==> config.mk <==
export PLATFORM = sky130hd
export DESIGN_NAME = lesf_hit_cell
export DESIGN_NICKNAME = d
export VERILOG_FILES = /design/src/rtl/core/lesf_pkg.sv /design/src/rtl/core/lesf_hit_cell.sv
export SDC_FILE = /design/constraint.sdc
export NUM_CORES = 1
export LEC_CHECK = 0
export BUFFER_PORTS_ARGS = -buffer_cell sky130_fd_sc_hd__buf_2
export CAP_MARGIN = 20
export CORE_MARGIN = 8
export CORE_UTILIZATION = 41
export CTS_BUF_LIST = sky130_fd_sc_hd__clkbuf_16
export CTS_CLUSTER_DIAMETER = 80
export DETAILED_ROUTE_END_ITERATION = 16
export PLACE_DENSITY = 0.8
export SLEW_MARGIN = 10
export SYNTH_ARGS = -nofsm -noshare
export SYNTH_HDL_FRONTEND = slang
export SYNTH_SLANG_ARGS = --single-unit
==> constraint.sdc <==
create_clock -name i_clk -period 3.2 [get_ports i_clk]
set_input_delay 0.16 -clock i_clk [delete_from_list [all_inputs] [get_ports i_clk]]
set_output_delay 0.16 -clock i_clk [all_outputs]
set_load 0.005 [all_outputs]
==> src/rtl/core/lesf_pkg.sv <==
`timescale 1ns / 1ps
// ----------------------------------------------------------------------------
// lesf_pkg
// Shared constants, codes and types of the largest empty square finder.
// ----------------------------------------------------------------------------
package lesf_pkg;

    localparam int MAX_COLS   = 1024;
    localparam int MAX_HITS   = 32;

    localparam int COL_W      = $clog2(MAX_COLS);
    localparam int SIZE_W     = $clog2(MAX_COLS + 1);
    localparam int ROW_W      = 16;
    localparam int FLD_SIZE_W = 11;
    localparam int TOTAL_W    = 16;
    localparam int KEY_W      = FLD_SIZE_W + ROW_W;
    localparam int LIST_W     = $clog2(MAX_HITS + 1);

    localparam int CFG_IDX_W  = 1;
    localparam int CFG_DATA_W = 16;
    localparam int CFG_COLS_W = 11;

    localparam logic [CFG_IDX_W-1:0] CFG_ROWS = 1'b0;
    localparam logic [CFG_IDX_W-1:0] CFG_COLS = 1'b1;

    localparam logic REC_HEADER   = 1'b0;
    localparam logic REC_POSITION = 1'b1;

    typedef logic [KEY_W-1:0] t_key;

    typedef struct packed {
        logic ins;
        logic load;
        logic shift;
    } t_cell_ctl;

endpackage

==> src/rtl/core/lesf_hit_cell.sv <==
`timescale 1ns / 1ps
// ----------------------------------------------------------------------------
// lesf_hit_cell
// One slot of the sorted hit list and of the report shift line.
// ----------------------------------------------------------------------------
module lesf_hit_cell import lesf_pkg::*; (
    input  logic      i_clk,
    input  t_cell_ctl i_ctl,
    input  t_key      i_key,
    input  logic      i_valid,
    input  logic      i_at_end,
    input  logic      i_prev_gt,
    input  t_key      i_prev_entry,
    input  t_key      i_next_rep,
    output logic      o_gt,
    output t_key      o_entry,
    output t_key      o_rep
);

    t_key r_entry;
    t_key n_entry;
    t_key r_rep;
    t_key n_rep;

    assign o_gt = i_valid && (r_entry > i_key);

    always_comb begin
        n_entry = r_entry;
        if (i_ctl.ins) begin
            if (o_gt || i_at_end) begin
                n_entry = i_prev_gt ? i_prev_entry : i_key;
            end
        end
    end

    always_comb begin
        n_rep = r_rep;
        if (i_ctl.load) begin
            n_rep = n_entry;
        end else if (i_ctl.shift) begin
            n_rep = i_next_rep;
        end
    end

    always_ff @(posedge i_clk) begin
        r_entry <= n_entry;
        r_rep   <= n_rep;
    end

    assign o_entry = r_entry;
    assign o_rep   = r_rep;

endmodule

==> impl_results.md <==
- Status: finished clean
- Critical Path Source Type: register
- Worst path arrival time: 2.83 ns
- Global routing's busiest layer: met2
- Inserted Clock Buffers: 5
- Cell taking the most area after synthesis: edfxtp_1
- # DRC: 0
- RR Startpoint: o_entry[26]$_DFF_P_
- Clock Sinks: 54
- Total Routing Usage GR: 18.8%
- Filler Cell Count: around 800
- Sw Ratio: 34.3%
- Synth area leaders: edfxtp_1, dfxtp_1, ha_1, mux2i_1, a2111oi_0
- Logic pwr share: 36.2%
- DR vias/cell: roughly 5.7
- Critical R2R Capture: o_rep[10]$_DFFE_PP_
- Fmax: 357 MHz
- Required time of the critical path: 3.22 ns
- Area post-placement: 4280 sq um
- Pin count of the biggest net entering global routing: 29
- Worst Hold Launch: i_prev_entry[11]
- Final Power: 2730 uW
- Nets: between 500 and 600
- GR met2 Demand/Resource: between 30% and 40%
- Post-synthesis sequential area ratio: about two fifths
- Post-synthesis compound-gate area fraction: between 20 and 30%
- CP Max Fanout: 27
- 1st-iter DRT viols: 120
- Met3 Resource Use GR: 4.02%
- Setup ws final: between 0.3 and 0.4 ns
- Number of antenna violations at the first check in global routing: 0
- Max VDD drop: 0.000345 V
- Psw: roughly 940 uW
- Total number of vias: 3,392
- Setup CP Type: reg -> reg
- Synth Area in Simple Gates: 8.01%
- Cells on worst reg2reg path: 7
- Distinct cell type count after synthesis: 38
- Vias in the first global route: 3,560
- Detailed Routing Iterations Pass 1: 4
- Die W: approximately 110 um
- Final Skew: 0.00944 ns
- Initial core utilization: 41.3%
- Total wire length: 11,200 um
- Synth top cells by count: a211oi_1, nor2_1, inv_1, mux2i_1
- HP Class: in -> reg
- DP Worst Slack: 0.194 ns
- Placed insts: just under 600
- Hold path cells: 3
- Max Root-Sink Buffers: 2
- CTS tree: yes
- Area growth from synthesis to layout: 27.1%
- Row count: 34
- Mux contribution to synthesized area: 7.94%
- FF-to-FF setup slack: 0.40 ns
- Gr ovfl total: 0
- Core ar.: 8550 sq um
- Main combinational cell family by area after synthesis: compound AO/OA/AOI/OAI gates
- Synth Flop Type: edfxtp_1
- Syn Nets: 468
- Max-slew headroom: 39.2%
- Setup violators final: 0
- Seq pwr share: 38.2%
- Post-route cell area: 4490 sq um
- CTS root buf: clkbuf_16
- # diodes: 0
- LEAKAGE: 0.00208 uW
- Worst skew pair latency: slightly below 0.3 ns
- Number of synthesized flops with an enable pin: 27
- Clock Power Share: 25.7%
- H-tree depth: 2
- RSZ-0062 raised after global routing: no
- Clk pin slew, worst setup/hold paths: 0.07 ns
- Share of the synthesized area in the top cell type: 23.0%
- Area share of xor/xnor cells in the synthesized design: 0%
- P_int: 1790 uW
- PD cells: about 610 nW/um^2
- Final hold vios: 0
- Final Max Tran Viols: 0
- Final non-filler cell total: 592
- Detailed Place HPWL: 8390 um
- Synthesized-area fraction occupied by adder cells: approximately a tenth
- Yosys warns: 0
- Worst-margin pin slew: around 0.91 ns
- Share of cells above drive strength 1: 38.8%
- Die ar.: 11,800 sq um
- First-pass GRT wire length: 17,900 um
- Synth async-reset ratio: 0%
- Cell Area, Synth: roughly 3500 sq um
- Wire per inst: 19.0 um
- Syn Inst Count: 353
- Kind of end point of the critical path: register
- WHS Endpoint: o_entry[11]$_DFF_P_
- Yosys reg bits: 54
- Max-cap violations: 0
- I/O pin count: about 140
- Average size of a mapped cell: 10.0 sq um
- Routability cong.: 0.883
- Port bufs: 142
- Chip height: 109 um
- Final Critical Period: between 2 and 3 ns
- Global Route met1 Usage: 23.0%
- TNS Setup: 0 ns
- Detail Route Antenna Nets: 0
- Final worst-path cycle share: just under 90%
worst max-delay path, stage by stage (launching register included):
cell       delay (ns)
dfxtp_1          0.35
ha_1             0.32
nand4_1          0.25
nor4_4           0.31
a31oi_1          0.22
and2_2           0.41
a2111oi_1        0.55
a211oi_1         0.11
how the worst max path moves through the flow:
stage                     slack [ns]             endpoint  depth (start not counted)           startpoint
after global routing            0.17  o_rep[25]$_DFFE_PP_                          7  o_entry[26]$_DFF_P_
after detailed placement        0.19  o_rep[26]$_DFFE_PP_                          8  o_entry[26]$_DFF_P_
after floorplan                 0.77   o_rep[6]$_DFFE_PP_                          9  o_entry[22]$_DFF_P_
after global placement          0.30  o_rep[10]$_DFFE_PP_                          7  o_entry[26]$_DFF_P_
final                           0.40  o_rep[10]$_DFFE_PP_                          7  o_entry[26]$_DFF_P_
after CTS                       0.17  o_rep[10]$_DFFE_PP_                          7  o_entry[26]$_DFF_P_
logic make-up (layout without fill, tap and decap cells):
kind of cell / after synthesis / in the layout
AOI/OAI and AO/OA: 132 / 132
buffers and inverters: 58 / 189
DFF: 54 / 54
and+or+nand+nor: 54 / 54
muxes: 28 / 28
adders and majority gates: 27 / 27
registers in the layout, indices dropped and copies added (netlist names):
| signal | count |
|---|---|
| o_rep | 27 |
| o_entry | 27 |
cell type report:
cell class	count	area, sq um	area share, %
timing repair buffer	151	791	17.6
inverter	30	113	2.51
sequential	54	1350	30.1
tap	108	135	3.01
clock buffer	5	125	2.79
multi-input combinational	241	1910	42.6
clock inverter	3	63.8	1.42
power by group through the flow:
stage	Combinational [uW]	Sequential [uW]	Clock [uW]
5_1_grt	1100	1070	724
2_1_floorplan	582	1050	0
3_5_place_dp	984	1050	0
4_1_cts	989	1040	703
6_report	986	1040	700
3_3_place_gp	948	1040	0
placed cells by master, fill, tap and decap left out, types with 2 or more instances in the layout:
master / netlist / routed
dfxtp_1: 27 / 27
nor4_4: 2 / 2
ha_1: 27 / 27
o21ai_0: 11 / 11
nand2_1: 7 / 7
bufinv_16: 0 / 2
buf_2: 4 / 142
inv_1: 28 / 28
clkbuf_16: 0 / 5
nand4_1: 3 / 3
o31ai_1: 26 / 26
nor2_1: 30 / 30
a211oi_1: 30 / 30
mux2i_1: 28 / 28
clkinv_1: 1 / 2
edfxtp_1: 27 / 27
and2_1: 3 / 2
buf_4: 0 / 8
a21oi_1: 12 / 12
a2111oi_0: 27 / 26
o21ai_2: 20 / 20
per-layer routing:
| layer | vias up | part of all wire [%] |
|---|---|---|
| met1 | 1614 | 42 |
| met4 | 0 | 1.1 |
| met2 | 140 | 48 |
| met3 | 11 | 8.0 |
| met5 | - | 0 |
| li1 | 1627 | - |
through the flow:
step	hold WS (ns)	util, %
2_1_floorplan	0.359	-
3_3_place_gp	0.474	50.1
3_5_place_dp	0.481	50.1
4_1_cts	0.179	52.3
5_1_grt	0.189	52.5
6_report	0.175	52.5
what timing repair did:
item / 4_1_cts / 5_1_grt
endpoints found under the hold margin: 0 / 0
endpoints found under the setup margin: 0 / 16
buffers inserted: 0 / 2
gates resized for setup: 0 / 2
hold buffers: 0 / 0
No activity file was read; power rests on OpenSTA's default activity.
